===== src/rtl/msb_first_bit_packer_defines.svh =====
// Assertion macros shared by the bit packer RTL.
// Each macro expects aclk and aresetn to be visible at the point of use.
`ifndef MSB_FIRST_BIT_PACKER_DEFINES_SVH
`define MSB_FIRST_BIT_PACKER_DEFINES_SVH

// Same-cycle implication, disabled while reset is asserted.
`define MFBP_ASSERT_NOW(lbl, ante, cons, msg) \
    lbl: assert property (@(posedge aclk) disable iff (!aresetn) (ante) |-> (cons)) \
        else $error(msg);

// Next-cycle implication, disabled while reset is asserted.
`define MFBP_ASSERT_NEXT(lbl, ante, cons, msg) \
    lbl: assert property (@(posedge aclk) disable iff (!aresetn) (ante) |=> (cons)) \
        else $error(msg);

`endif


===== src/rtl/mfbp_pkg.sv =====
// Package for the MSB-first bit packer: action codes, sequencer states,
// limits and the structs passed to the shared merge unit. No dependencies.
`timescale 1ns / 1ps
`default_nettype none

package mfbp_pkg;

    localparam int MAX_CODE_BITS = 32;
    localparam int CODE_CAP      = (MAX_CODE_BITS < 32) ? MAX_CODE_BITS : 32;
    localparam logic [5:0] CODE_CAP_W = 6'(CODE_CAP);
    localparam logic [5:0] BYTE_BITS  = 6'd8;
    localparam logic [5:0] WORD_BITS  = 6'd32;

    typedef enum logic [1:0] {
        ACT_CODE   = 2'd0,
        ACT_BYTE   = 2'd1,
        ACT_WORD   = 2'd2,
        ACT_FINISH = 2'd3
    } action_t;

    typedef enum logic {
        ST_IDLE = 1'b0,
        ST_RUN  = 1'b1
    } state_t;

    typedef struct packed {
        logic [6:0]  pend;
        logic [2:0]  cnt;
        logic [31:0] sr;
        logic [5:0]  rem;
    } step_in_t;

    typedef struct packed {
        logic        emit;
        logic        last;
        logic [7:0]  obyte;
        logic [6:0]  pend;
        logic [2:0]  cnt;
        logic [31:0] sr;
        logic [5:0]  rem;
    } step_out_t;

endpackage

`default_nettype wire


===== src/rtl/msb_first_bit_packer.sv =====
// MSB-first bit packer top level: sequencer, queue state and output register.
// Depends on mfbp_pkg, mfbp_merge_unit and msb_first_bit_packer_defines.svh.
//
// Usage:
//   Input items arrive on the s_ stream. s_tuser carries the action (code,
//   byte, word, finish); s_tdata carries value in bits 31:0 and length in
//   bits 37:32. Packed bytes leave on the m_ stream, one per transfer, with
//   the oldest queued bit in bit 7 and m_tlast high on the final byte
//   produced by an input item.
// Timing:
//   An accepted item takes one merge step per output byte, plus one more when
//   leftover bits must be absorbed or no byte comes out; a step waits for a
//   free output register. A word takes 4 or 5 steps, a byte 1 or 2, a code 1
//   to 5, a finish 1. The accepting edge loads the item into the shift
//   register; a merge step then writes the first byte to the output register.
//   s_tready is high only while the sequencer is idle, but the last byte of
//   the previous item may still sit in the output register meanwhile.
// Reset:
//   aresetn is synchronous and active low; it empties the bit queue, drops
//   any byte held in the output register and returns the sequencer to idle.
// Back-pressure:
//   While m_tready is low the output register holds its byte and the merge
//   unit stalls, so no byte is lost or repeated.
`timescale 1ns / 1ps
`default_nettype none
`include "msb_first_bit_packer_defines.svh"

module msb_first_bit_packer
    import mfbp_pkg::*;
(
    input  wire logic        aclk,
    input  wire logic        aresetn,
    // s_tdata fields from bit 0: value[31:0], length[37:32], zero fill[39:38]
    input  wire logic [39:0] s_tdata,
    // s_tuser fields from bit 0: action[1:0]
    input  wire logic [1:0]  s_tuser,
    input  wire logic        s_tvalid,
    output logic             s_tready,
    // m_tdata fields from bit 0: out_byte[7:0]
    output logic [7:0]       m_tdata,
    output logic             m_tlast,
    output logic             m_tvalid,
    input  wire logic        m_tready
);

    state_t      state_reg, state_next;
    logic [6:0]  pend_reg, pend_next;
    logic [2:0]  cnt_reg, cnt_next;
    logic [31:0] sr_reg, sr_next;
    logic [5:0]  rem_reg, rem_next;
    logic [7:0]  obyte_reg, obyte_next;
    logic        olast_reg, olast_next;
    logic        ovalid_reg, ovalid_next;

    step_in_t    step_in;
    step_out_t   step_out;
    logic        in_accept;
    logic        out_free;
    logic [31:0] in_value;
    logic [5:0]  in_length;

    assign step_in = '{pend: pend_reg, cnt: cnt_reg, sr: sr_reg, rem: rem_reg};

    mfbp_merge_unit u_merge (
        .si (step_in),
        .so (step_out)
    );

    assign s_tready  = (state_reg == ST_IDLE);
    assign in_accept = s_tvalid && s_tready;
    assign out_free  = !ovalid_reg || m_tready;
    assign in_value  = s_tdata[31:0];
    assign in_length = s_tdata[37:32];

    assign m_tdata  = obyte_reg;
    assign m_tlast  = olast_reg;
    assign m_tvalid = ovalid_reg;

    always_ff @(posedge aclk) begin
        if (!aresetn) begin
            state_reg  <= ST_IDLE;
            pend_reg   <= '0;
            cnt_reg    <= '0;
            rem_reg    <= '0;
            ovalid_reg <= 1'b0;
        end else begin
            state_reg  <= state_next;
            pend_reg   <= pend_next;
            cnt_reg    <= cnt_next;
            rem_reg    <= rem_next;
            ovalid_reg <= ovalid_next;
        end
        sr_reg    <= sr_next;
        obyte_reg <= obyte_next;
        olast_reg <= olast_next;
    end

    always_comb begin
        state_next  = state_reg;
        pend_next   = pend_reg;
        cnt_next    = cnt_reg;
        sr_next     = sr_reg;
        rem_next    = rem_reg;
        obyte_next  = obyte_reg;
        olast_next  = olast_reg;
        ovalid_next = ovalid_reg && !m_tready;

        case (state_reg)
            ST_IDLE: begin
                if (in_accept) begin
                    state_next = ST_RUN;
                    case (action_t'(s_tuser))
                        ACT_CODE: begin
                            sr_next  = in_value;
                            rem_next = (in_length > CODE_CAP_W) ? CODE_CAP_W : in_length;
                        end
                        ACT_BYTE: begin
                            sr_next  = {24'd0, in_value[7:0]};
                            rem_next = BYTE_BITS;
                        end
                        ACT_WORD: begin
                            sr_next  = in_value;
                            rem_next = WORD_BITS;
                        end
                        ACT_FINISH: begin
                            // Zero padding up to the byte boundary, if any bits wait.
                            sr_next  = '0;
                            rem_next = (cnt_reg != 3'd0) ? (6'd8 - {3'd0, cnt_reg}) : 6'd0;
                        end
                        default: begin
                            sr_next  = sr_reg;
                            rem_next = '0;
                        end
                    endcase
                end
            end
            ST_RUN: begin
                if (out_free) begin
                    pend_next = step_out.pend;
                    cnt_next  = step_out.cnt;
                    sr_next   = step_out.sr;
                    rem_next  = step_out.rem;
                    if (step_out.emit) begin
                        obyte_next  = step_out.obyte;
                        olast_next  = step_out.last;
                        ovalid_next = 1'b1;
                    end
                    if (!step_out.emit || step_out.rem == 6'd0) begin
                        state_next = ST_IDLE;
                    end
                end
            end
            default: begin
                state_next = ST_IDLE;
            end
        endcase
    end

    // The bit budget of one item never exceeds a full word.
    `MFBP_ASSERT_NOW(a_rem_bound, 1'b1, rem_reg <= WORD_BITS, "bit budget out of range")
    // A finish item loads exactly the padding that completes the queued byte.
    `MFBP_ASSERT_NEXT(a_finish_pad, in_accept && s_tuser == ACT_FINISH,
        (rem_reg == 6'd0 && cnt_reg == 3'd0) || (rem_reg + {3'd0, cnt_reg} == 6'd8),
        "finish padding mismatch")
    // An exhausted budget with a free output returns the sequencer to idle.
    `MFBP_ASSERT_NEXT(a_run_done, state_reg == ST_RUN && rem_reg == 6'd0 && out_free,
        state_reg == ST_IDLE, "sequencer failed to finish")
    // A stalled output byte is never overwritten by the merge unit.
    `MFBP_ASSERT_NEXT(a_no_overrun, ovalid_reg && !m_tready,
        ovalid_reg && $stable(obyte_reg) && $stable(olast_reg), "output byte overwritten")

endmodule

`default_nettype wire


===== src/rtl/mfbp_merge_unit.sv =====
// Shared merge unit: one step of the packer, either completing a byte from
// the queued bits plus new bits, or absorbing the remaining bits. Uses mfbp_pkg.
`timescale 1ns / 1ps
`default_nettype none

module mfbp_merge_unit
    import mfbp_pkg::*;
(
    input  step_in_t  si,
    output step_out_t so
);

    // Bit at position p counted from the oldest queued bit.
    function automatic logic pick_bit(input logic [2:0] p, input step_in_t s);
        logic [2:0] idx;
        logic [7:0] sr_lo;
        logic       r;
        sr_lo = s.sr[7:0];
        if (p < s.cnt) begin
            idx = s.cnt - p - 3'd1;
            r   = s.pend[idx];
        end else begin
            idx = p - s.cnt;
            r   = sr_lo[idx];
        end
        return r;
    endfunction

    logic [3:0] need;
    logic       take;
    logic [2:0] new_cnt;

    always_comb begin
        need    = 4'd8 - {1'b0, si.cnt};
        take    = (si.rem >= {2'b00, need});
        new_cnt = si.cnt + si.rem[2:0];

        so.emit = take;
        for (int j = 0; j < 8; j++) begin
            so.obyte[j] = pick_bit(3'(7 - j), si);
        end

        if (take) begin
            so.pend = '0;
            so.cnt  = '0;
            so.sr   = si.sr >> need;
            so.rem  = si.rem - {2'b00, need};
            so.last = ((si.rem - {2'b00, need}) < BYTE_BITS);
        end else begin
            for (int q = 0; q < 7; q++) begin
                if (3'(q) < new_cnt) begin
                    so.pend[q] = pick_bit(new_cnt - 3'(q) - 3'd1, si);
                end else begin
                    so.pend[q] = 1'b0;
                end
            end
            so.cnt  = new_cnt;
            so.sr   = si.sr;
            so.rem  = '0;
            so.last = 1'b0;
        end
    end

endmodule

`default_nettype wire


===== config.mk =====
export PLATFORM = sky130hd
export DESIGN_NAME = msb_first_bit_packer
export DESIGN_NICKNAME = d
export VERILOG_FILES = /design/src/rtl/mfbp_pkg.sv /design/src/rtl/msb_first_bit_packer.sv /design/src/rtl/mfbp_merge_unit.sv
export VERILOG_INCLUDE_DIRS = /design/src /design/src/rtl
export SDC_FILE = /design/constraint.sdc
export NUM_CORES = 1
export LEC_CHECK = 0
export BUFFER_PORTS_ARGS = -buffer_cell sky130_fd_sc_hd__buf_2
export CORE_UTILIZATION = 30
export CTS_CLUSTER_DIAMETER = 150
export DETAILED_ROUTE_END_ITERATION = 8
export PLACE_DENSITY = 0.48
export REMOVE_ABC_BUFFERS = 1
export SLEW_MARGIN = 10
export SYNTH_ARGS = -nofsm -noshare
export SYNTH_HDL_FRONTEND = slang
export SYNTH_SLANG_ARGS = --single-unit

===== constraint.sdc =====
create_clock -name aclk -period 11.1 [get_ports aclk]
set_input_delay 2.22 -clock aclk [delete_from_list [all_inputs] [get_ports aclk]]
set_output_delay 2.22 -clock aclk [all_outputs]
set_load 0.02 [all_outputs]

# Word level (Yosys, flattened, before mapping)
# Index checks and enable logic that the tools add are counted.
# totals
regBits,59
latch_bits,0
mem_bits_rw,0
romBits,0
mem_count,0
# classes
n_addsub,59
n_mul,0
n_div,0
magnitude_cmp,55
n_eq_ne,6
shift,1
muxes,100
bitwise,1
reduce_logical,15
# ops
operator,count
$lt 3x4->1 const B,30
$pmux 32 s3,1
$bmux 1 s3,30
$sub 3x1->3 const B,22
$mux 32,2
$pmux 32 s2,1
$mux 1,58
$mux 48,1
$sub 3x3->3,14
$shr 32x4->32,1
$mux 6,4
$pmux 6 s4,1
$lt 3x3->1,7
$lt 3x3->1 const A,7
$sub 3x3->3 const B,7
$lt 1x3->1 const A,4
$lt 2x3->1 const A,4
$pmux 6 s2,1
$sub 3x2->3 const B,4
$sub 3x3->3 const A,4
$ge 6x4->1,1
$gt 6x6->1 const B,1
$logic_not 6->1,1
$lt 6x4->1 const B,1
19 further kinds,30

# Depth between registers and ports, before layout
# Gate-level depths: netlist of run 1.
# logic_depth
ltp_word,15
mapped_depth,14
depth_no_buf,13

# By module
# Synthesis of run 1 repeated with hierarchy kept, for this count alone.
# hier_totals
cells_unflattened,736
hier_area_um2,6972.9
# by_module_without_submodules
mod,n_inst,cells_per_inst,area_per_inst_um2,seq_area_each_um2
mfbp_merge_unit,1,526,4464.3,0.0
msb_first_bit_packer,1,210,2508.7,1591.5

# Worst setup path after synthesis of run 1
# OpenSTA, ideal clock, no wires.
# synth_path
kind,reg-to-reg
startpoint,register cnt_reg[1]
endpoint,"register sr_reg[1], enable pin"
setup_ns,0.313
arrival_ns,4.776
required_ns,10.787
slack_ns,6.012
path_stages_with_launch,13
n_path_buf,3
path_cell_list,dfxtp_1 clkbuf_1 inv_1 ha_1 buf_2 nor2b_1 inv_2 clkbuf_1 ha_1 a41oi_1 and3_1 o22ai_1 a21boi_0
# synth_between
elab_chain_len,4
# synth_rtl
item,line,text
from (decl),msb_first_bit_packer.sv:48,"logic [2:0] cnt_reg, cnt_next;"
from (signal assigned),msb_first_bit_packer.sv:89,cnt_reg <= cnt_next;
$sub 4x3->4,mfbp_merge_unit.sv:34,"need = 4'd8 - {1'b0, si.cnt};"
$ge 6x4->1,mfbp_merge_unit.sv:35,"take = (si.rem >= {2'b00, need});"
$ne 2x1->1 (no line),n/a,
$reduce_and 3->1 (no line),n/a,
to (signal assigned),msb_first_bit_packer.sv:93,sr_reg <= sr_next;
to (decl),msb_first_bit_packer.sv:49,"logic [31:0] sr_reg, sr_next;"
# No other way between the ends.
# A chain may end at the register's enable or synchronous reset.

# Worst setup path in the final report of run 1
# layout_path
startpoint,register cnt_reg[0]
endpoint,"register sr_reg[31], data pin"
# layout_between
elab_chain_len,5
# layout_rtl
item,line,text
$sub 4x3->4,mfbp_merge_unit.sv:34,
$shr 32x4->32,mfbp_merge_unit.sv:46,so.sr = si.sr >> need;
$mux 48,mfbp_merge_unit.sv:43,if (take) begin
$mux 32,msb_first_bit_packer.sv:138,if (out_free) begin
$pmux 32 s2,msb_first_bit_packer.sv:108,case (state_reg)
net sr_next[31],msb_first_bit_packer.sv:49,
# The timed path passes the listed nets, and every way through them passes these cells. The select of a mux whose other input is x is not followed.

==> impl_metrics.py, run 1 <==
metrics = {
    "setup_path": {
        "cp_data_arrival_time_ps": 5210,
        "r2r-start": "cnt_reg[0]$_SDFFE_PN0P_",
        "r2r_cells": 11,
        "crit_type": "reg -> reg",
        "critPathSlowestCell": "nand2_1",
        "worst_r2r_endpoint": "sr_reg[31]$_DFFE_PP_",
        "required_ps": 11200,
        "path_max_fanout": 54,
        "critPathLaunchType": "flop",
        "cpMostUsedCell": "buf_4",
        "worstSetupEndpointType": "flop",
        "cpPeakStageDelay_ps": 690,
        "crit_path_cell_trace": "buf_4, inv_2, ha_2, buf_4, fa_1, a21boi_0, o21ai_0, nand3_1, nand2_1, nor3_1, a32o_1",
        "r2r_slack_ps": 5990,
    },
    "clock_network": {
        "htreeDepth": 3,
        "cts.reportedPaths.clkPinSlew_ps": 60,
        "clockBufferDepth": 2,
        "clock-root-buffer": "clkbuf_16",
        "clock_latency_ps": 340,
        "cts.sinks": 59,
        "cts_tree": "done",
        "cts_buffers": 9,
        "hold_buffers": 0,
        "ctsResizeCount": 0,
        "cts_setup_buffers": 0,
    },
    "synth": {
        "synth-seq-cells": 59,
        "synth_top_area_cell": "edfxtp_1",
        "synth_cell_types": 52,
        "ys_warn_count": 0,
        "synth-edff-count": 41,
        "postSynth.asyncResetShare_pct": 0,
        "ys_top_cells_by_area": "edfxtp_1 20%, mux4_2 18%, mux2i_1 8.8%",
        "yosysSeqAreaShare_pct": 25.8,
        "avgSynthCellArea_sq_um": 9.87,
        "synth_common_cells": "91 x nand2_1, 54 x mux2i_1, 49 x o21ai_0, 48 x mux4_2, 41 x edfxtp_1",
        "synth-main-ff-cell": "edfxtp_1",
        "netlist_area_sq_um": 6170,
        "netlist.area_leader.share_pct": 20.0,
        "syn-instance-count": 625,
        "yosysMostFrequentCell": "nand2_1",
    },
    "drt": {
        "drc_errors": 0,
        "drt_iter0_markers": 479,
        "firstDrtPassIters": 5,
        "vias": 5182,
        "viasPerCell": 5.58,
        "ant_nets": 0,
        "routed_wl_microns": 17800,
        "wl_per_cell_microns": 19.2,
    },
    "place": {
        "dp_hpwl_microns": 12600,
        "io_buffer_count": 54,
        "pre_cts_ws_ps": 5890,
        "postPlaceCellArea_sq_um": 6630,
        "gp_congestion": 0.811,
    },
    "layout": {
        "drive_above_1_share_pct": 22.5,
        "diodes": 0,
        "largest_reg_flops": 32,
        "utilization_pct": 34.5,
        "fin_nets": 744,
        "fill_cells": 2107,
        "fin_area_sq_um": 6950,
        "areaGrowthSynthToFinish_pct": 12.7,
    },
    "sta": {
        "fmax_mhz": 196,
        "finalCriticalPeriod_ps": 5110,
        "layout_setup_ws_ps": 5990,
        "slew_headroom_pct": 28.2,
        "setup_violations": 0,
        "min_period_over_period_pct": 46.0,
        "worst_pin_slew_ps": 1070,
        "tns_ps": 0,
        "hold_violations": 0,
        "finalMaxSlewViolations": 0,
        "fin_skew_ps": 6.99,
        "rsz0062_at_grt": "no",
    },
    "worst_hold_path": {
        "min_to": "rem_reg[3]$_SDFFE_PN0P_",
        "hold_start": "rem_reg[3]$_SDFFE_PN0P_",
        "whs_path_depth": 2,
        "hold_path_class": "reg -> reg",
    },
    "grt": {
        "overflow": 0,
        "grtUsageTotal_pct": 17.3,
        "grt_pass1_wl_microns": 28600,
        "grt_max_degree": 55,
        "antenna_found_initial": 0,
        "grt_pass1_vias": 4977,
    },
    "die": {
        "initial_utilization_pct": 30.6,
        "core_area_sq_um": 20200,
        "dieArea_sq_um": 21100,
        "ios": 57,
        "rows": 52,
        "die_w_microns": 145,
        "die_y_microns": 145,
    },
    "status": {
        "status": "finished, final reports clean",
    },
    "power_and_ir_drop": {
        "powerDensity_nw_per_um2": 282,
        "vdd_drop_max_mv": 0.0991,
        "leakage_nw": 2.63,
    },
    "job": {
        "cap_violations": 0,
    },
}
==> kinds of logic after synthesis <==
family	Yosys count	synth area share [%]
adder cells (fa/ha/maj)	45	10.5
XOR/XNOR	23	3.57
AO/OA/AOI/OAI	149	14.9
multiplexers	116	28.8
flip-flops	59	25.8
buffers and inverters	68	4.87
AND/OR/NAND/NOR	165	11.5
==> placed cells by master (no fill, tap or decap), drive strengths merged, types with 11 or more instances in the layout <==
cell,count
ha,34
dfxtp,18
o21ai,51
nand2,91
edfxtp,41
a21oi,38
fa,11
nor2,30
xnor2,13
buf,62
mux2,14
inv,23
mux2i,54
mux4,48
a22o,11
==> worst max-delay path by stage <==
stage,start,end,slack (ps),cells after the start
finish,cnt_reg[0]$_SDFFE_PN0P_,sr_reg[31]$_DFFE_PP_,5990,11
global route,cnt_reg[0]$_SDFFE_PN0P_,sr_reg[31]$_DFFE_PP_,5540,11
CTS,cnt_reg[0]$_SDFFE_PN0P_,sr_reg[31]$_DFFE_PP_,5850,11
detailed placement,cnt_reg[0]$_SDFFE_PN0P_,sr_reg[31]$_DFFE_PP_,5890,11
global placement,cnt_reg[0]$_SDFFE_PN0P_,sr_reg[31]$_DFFE_PP_,5900,11
floorplan,cnt_reg[0]$_SDFFE_PN0P_,sr_reg[1]$_DFFE_PP_,3990,8
==> cell type report <==
cell class	count	area, sq um	area share, %
Clock buffer	10	239	3.44
Clock inverter	6	78.8	1.13
Inverter	23	86.3	1.24
Multi-Input combinational cell	498	4290	61.7
Sequential cell	59	1590	22.9
Tap cell	270	338	4.86
Timing Repair Buffer	62	330	4.75
==> where the power goes <==
part           internal (W)  switching, W  total (W)  leakage (nW)
clock              0.000201      0.000110   0.000311         0.160
sequential         0.000368      0.000135   0.000503         0.558
combinational      0.000511      0.000638    0.00115          1.91
==> stage by stage <==
stage	power (W)	std cells	hold slack, ps
6_report	0.00196	928	546
5_1_grt	0.00211	928	615
4_1_cts	0.00197	928	552
3_5_place_dp	0.00165	912	535
3_3_place_gp	0.00164	912	517
2_1_floorplan	0.00132	580	484
==> metal layers <==
| metal | global-route usage [%] | vias to the layer above | part of all wire, % |
|---|---|---|---|
| met3 | 2.70 | 21 | 4.9 |
| met2 | 26.5 | 170 | 46 |
| li1 | - | 2397 | - |
| met4 | 4.74 | 0 | 1.7 |
| met1 | 25.4 | 2594 | 48 |
| met5 | 0 | - | 0 |
==> worst max-delay path: cells and delay by family (launching register included) <==
kind | cells | cell delay, ps
AOI/OAI and AO/OA | 3 | 910
adders and majority gates | 2 | 800
buffers and inverters | 3 | 1560
DFF | 1 | 440
and+or+nand+nor | 3 | 1120
(Power assumes the default switching activity.)
==> run 2, diff against run 1 <==
--- a/config.mk
+++ b/config.mk
@@ -6,11 +6,12 @@
 export SDC_FILE = /design/constraint.sdc
 export NUM_CORES = 1
 export LEC_CHECK = 0
+export ABC_AREA = 1
 export BUFFER_PORTS_ARGS = -buffer_cell sky130_fd_sc_hd__buf_2
 export CORE_UTILIZATION = 30
 export CTS_CLUSTER_DIAMETER = 150
 export DETAILED_ROUTE_END_ITERATION = 8
-export PLACE_DENSITY = 0.48
+export PLACE_DENSITY = 0.5
 export REMOVE_ABC_BUFFERS = 1
 export SLEW_MARGIN = 10
 export SYNTH_ARGS = -nofsm -noshare
==> constraint.sdc (replaced) <==
create_clock -name aclk -period 4.3 [get_ports aclk]
set_input_delay 0.86 -clock aclk [delete_from_list [all_inputs] [get_ports aclk]]
set_output_delay 0.86 -clock aclk [all_outputs]
set_load 0.02 [all_outputs]
==> run 2 against run 1 <==
Net effect:
- via count up 16%
- clock power rose to 2.6 times the previous value
- synthesized area shrank 2.1%
- total power increased to 2.7 times the previous value
- sequential power rose by 110%
- first-iteration DRC count is 16% lower
- combinational power increased to 2.9 times the previous value
==> impl_metrics.py, run 2 <==
metrics = {
    "sta": {
        "slew_headroom_pct": 53.8,
        "hold_violations": 0,
        "setup_violations": 0,
        "finalCriticalPeriod_ps": 3560,
        "finalMaxSlewViolations": 0,
        "rsz0062_at_grt": "no",
        "min_period_over_period_pct": 82.8,
        "layout_setup_ws_ps": 741,
        "fin_hold_ws_ps": 492,
        "fmax_mhz": 281,
        "fin_skew_ps": 8.44,
        "worst_pin_slew_ps": 692,
    },
    "layout": {
        "fill_cells": 2157,
        "diodes": 0,
        "layout_common_cells": "290 x nand2_1, 97 x o21ai_0, 88 x inv_1, 84 x nand3_1, 54 x buf_2",
        "largest_reg_flops": 32,
        "areaGrowthSynthToFinish_pct": 14.0,
        "drive_above_1_share_pct": 10.3,
        "fin_cells": 1233,
        "final_common_cell": "nand2_1",
        "fin_nets": 1054,
    },
    "setup_path": {
        "cp_data_arrival_time_ps": 3760,
        "path_buf_inv": 3,
        "worstSetupEndpointType": "flop",
        "cpPeakStageDelay_ps": 820,
        "required_ps": 4500,
        "crit_type": "reg -> reg",
        "path_max_fanout": 10,
        "r2r-start": "cnt_reg[0]$_SDFFE_PN0P_",
        "critPathSlowestCell": "fa_1",
        "crit_path_cell_trace": "ha_1, fa_1, inv_1, ha_1, xnor2_1, inv_1, ha_1, xor2_1, inv_1, nand3_1, nand3b_1, nand3_1, a21oi_1",
        "crit_start": "cnt_reg[0]$_SDFFE_PN0P_",
        "critPathLaunchType": "flop",
        "crit_family": "adder cells",
    },
    "synth": {
        "synth_common_cells": "290 x nand2_1, 98 x o21ai_0, 88 x inv_1, 84 x nand3_1, 46 x nor2_1",
        "synth_cell_types": 36,
        "yosysSeqAreaShare_pct": 26.4,
        "synth-seq-cells": 59,
        "netlist.area_leader.share_pct": 20.4,
        "synth_top_area_cell": "edfxtp_1",
        "synth-main-ff-cell": "edfxtp_1",
        "syn-instance-count": 927,
        "avgSynthCellArea_sq_um": 6.52,
        "synth-edff-count": 41,
        "ys_warn_count": 0,
        "postSynth.asyncResetShare_pct": 0,
        "netlist_area_sq_um": 6040,
        "ys_top_cells_by_area": "edfxtp_1 20%, nand2_1 18%, o21ai_0 8.1%",
        "yosysMostFrequentCell": "nand2_1",
    },
    "power_and_ir_drop": {
        "vdd_drop_max_mv": 0.258,
        "switching_share_pct": 50.6,
        "total_power_w": 0.00521,
        "combPwrFrac_pct": 63.9,
        "powerDensity_nw_per_um2": 756,
        "seq_power_share_pct": 20.5,
        "leakage_nw": 3.08,
        "power_switching_w": 0.00264,
        "intPower_w": 0.00257,
        "clkPwrFrac_pct": 15.6,
    },
    "grt": {
        "antenna_found_initial": 0,
        "overflow": 0,
        "met1_usage_pct": 26.3,
        "globalRouteMet2Util_pct": 32.7,
        "grt.busiest_layer": "met2",
        "grt_pass1_vias": 5677,
        "grt_use_met3_pct": 2.93,
        "grt_pass1_wl_microns": 30600,
        "grtUsageTotal_pct": 19.5,
        "grt_max_degree": 68,
    },
    "drt": {
        "viasPerCell": 4.87,
        "wl_per_cell_microns": 15.4,
        "vias": 6001,
        "ant_nets": 0,
        "routed_wl_microns": 19000,
        "drt_iter0_markers": 401,
        "firstDrtPassIters": 5,
        "drc_errors": 0,
    },
    "clock_network": {
        "htreeDepth": 3,
        "clock_latency_ps": 340,
        "cts_tree": "done",
        "clock-root-buffer": "clkbuf_16",
        "cts_buffers": 9,
        "cts_setup_buffers": 0,
        "cts.reportedPaths.clkPinSlew_ps": 60,
        "ctsResizeCount": 0,
        "hold_buffers": 0,
        "cts.sinks": 59,
        "clockBufferDepth": 2,
    },
    "die": {
        "initial_utilization_pct": 30.8,
        "core_area_sq_um": 19600,
        "ios": 57,
        "die_w_microns": 144,
        "die_y_microns": 144,
        "rows": 51,
        "dieArea_sq_um": 20700,
    },
    "worst_hold_path": {
        "hold_start": "pend_reg[4]$_SDFFE_PN0P_",
        "hold_path_class": "reg -> reg",
    },
    "place": {
        "pre_cts_ws_ps": 732,
        "dp.cells": 1217,
        "gp_congestion": 0.851,
        "io_buffer_count": 54,
        "dp_hpwl_microns": 14500,
    },
    "job": {
        "cap_violations": 0,
    },
    "status": {
        "status": "finished, final reports clean",
    },
}
-- run 2: changes by cell type after synthesis, moves of 14 or more --
cell / previous run / this run
nand3_1: 9 / 84
mux4_2: 48 / 0
mux2_2: 14 / 0
o21ai_0: 49 / 98
inv_1: 20 / 88
nand2_1: 91 / 290
o21ai_1: 2 / 30
mux2i_1: 54 / 4
nor2_1: 30 / 46
nand3b_1: 1 / 15
-- run 2: final cells by class --
cell class	instances	area (sq um)	share of cell area, %
inverter	93	349	5.07
multi-input combinational	730	3900	56.6
clock buffer	9	225	3.27
clock inverter	7	98.8	1.44
sequential	59	1590	23.1
timing repair buffer	70	390	5.67
tap	265	332	4.81
-- run 2: final timing paths --
path	endpoint	slack, ps	depth (start not counted)
worst max-delay path	pend_reg[4]$_SDFFE_PN0P_	740	13
worst min-delay path	pend_reg[4]$_SDFFE_PN0P_	490	2
worst max register to register	pend_reg[4]$_SDFFE_PN0P_	740	13
worst min register to register	pend_reg[4]$_SDFFE_PN0P_	490	2
-- run 2: logic make-up after synthesis --
family	count (synthesis)	share of synthesized area, %
AOI/OAI and AO/OA	211	19.0
xor gates and xnor gates	18	2.61
adders and majority gates	45	10.7
buffers and inverters	138	9.26
DFF	59	26.4
muxes	4	0.663
and+or+nand+nor	452	31.4
-- run 2: metrics by stage --
| stage | util, % | area [sq um] | setup TNS (ps) |
|---|---|---|---|
| floorplan | - | 5830 | -114320 |
| global placement | 33.5 | 6560 | 0 |
| detailed placement | 33.5 | 6560 | 0 |
| CTS | 35.2 | 6890 | 0 |
| global route | 35.2 | 6890 | 0 |
| finish | 35.2 | 6890 | 0 |
-- run 2: metal layers --
| layer | part of all wire (%) | vias up | wire (microns) |
|---|---|---|---|
| li1 | - | 3167 | - |
| met1 | 48 | 2704 | 9150 |
| met2 | 47 | 119 | 9000 |
| met3 | 3.3 | 11 | 634 |
| met4 | 0.99 | 0 | 188 |
| met5 | 0 | - | 0 |
-- run 2: power groups by stage --
stage / clock [W] / sequential, W / combinational [W]
after floorplan: 0 / 0.00109 / 0.00238
after global placement: 0 / 0.00108 / 0.00332
after CTS: 0.000833 / 0.00107 / 0.00333
final: 0.000814 / 0.00107 / 0.00333
after global routing: 0.000854 / 0.00110 / 0.00379
after detailed placement: 0 / 0.00108 / 0.00331
-- run 2: worst register-to-register path: stages, from the launching register on --
cell	delay, ps
dfxtp_2	340
ha_1	310
fa_1	820
inv_1	280
ha_1	260
xnor2_1	290
inv_1	80
ha_1	300
xor2_1	310
inv_1	100
nand3_1	100
nand3b_1	80
nand3_1	90
a21oi_1	60
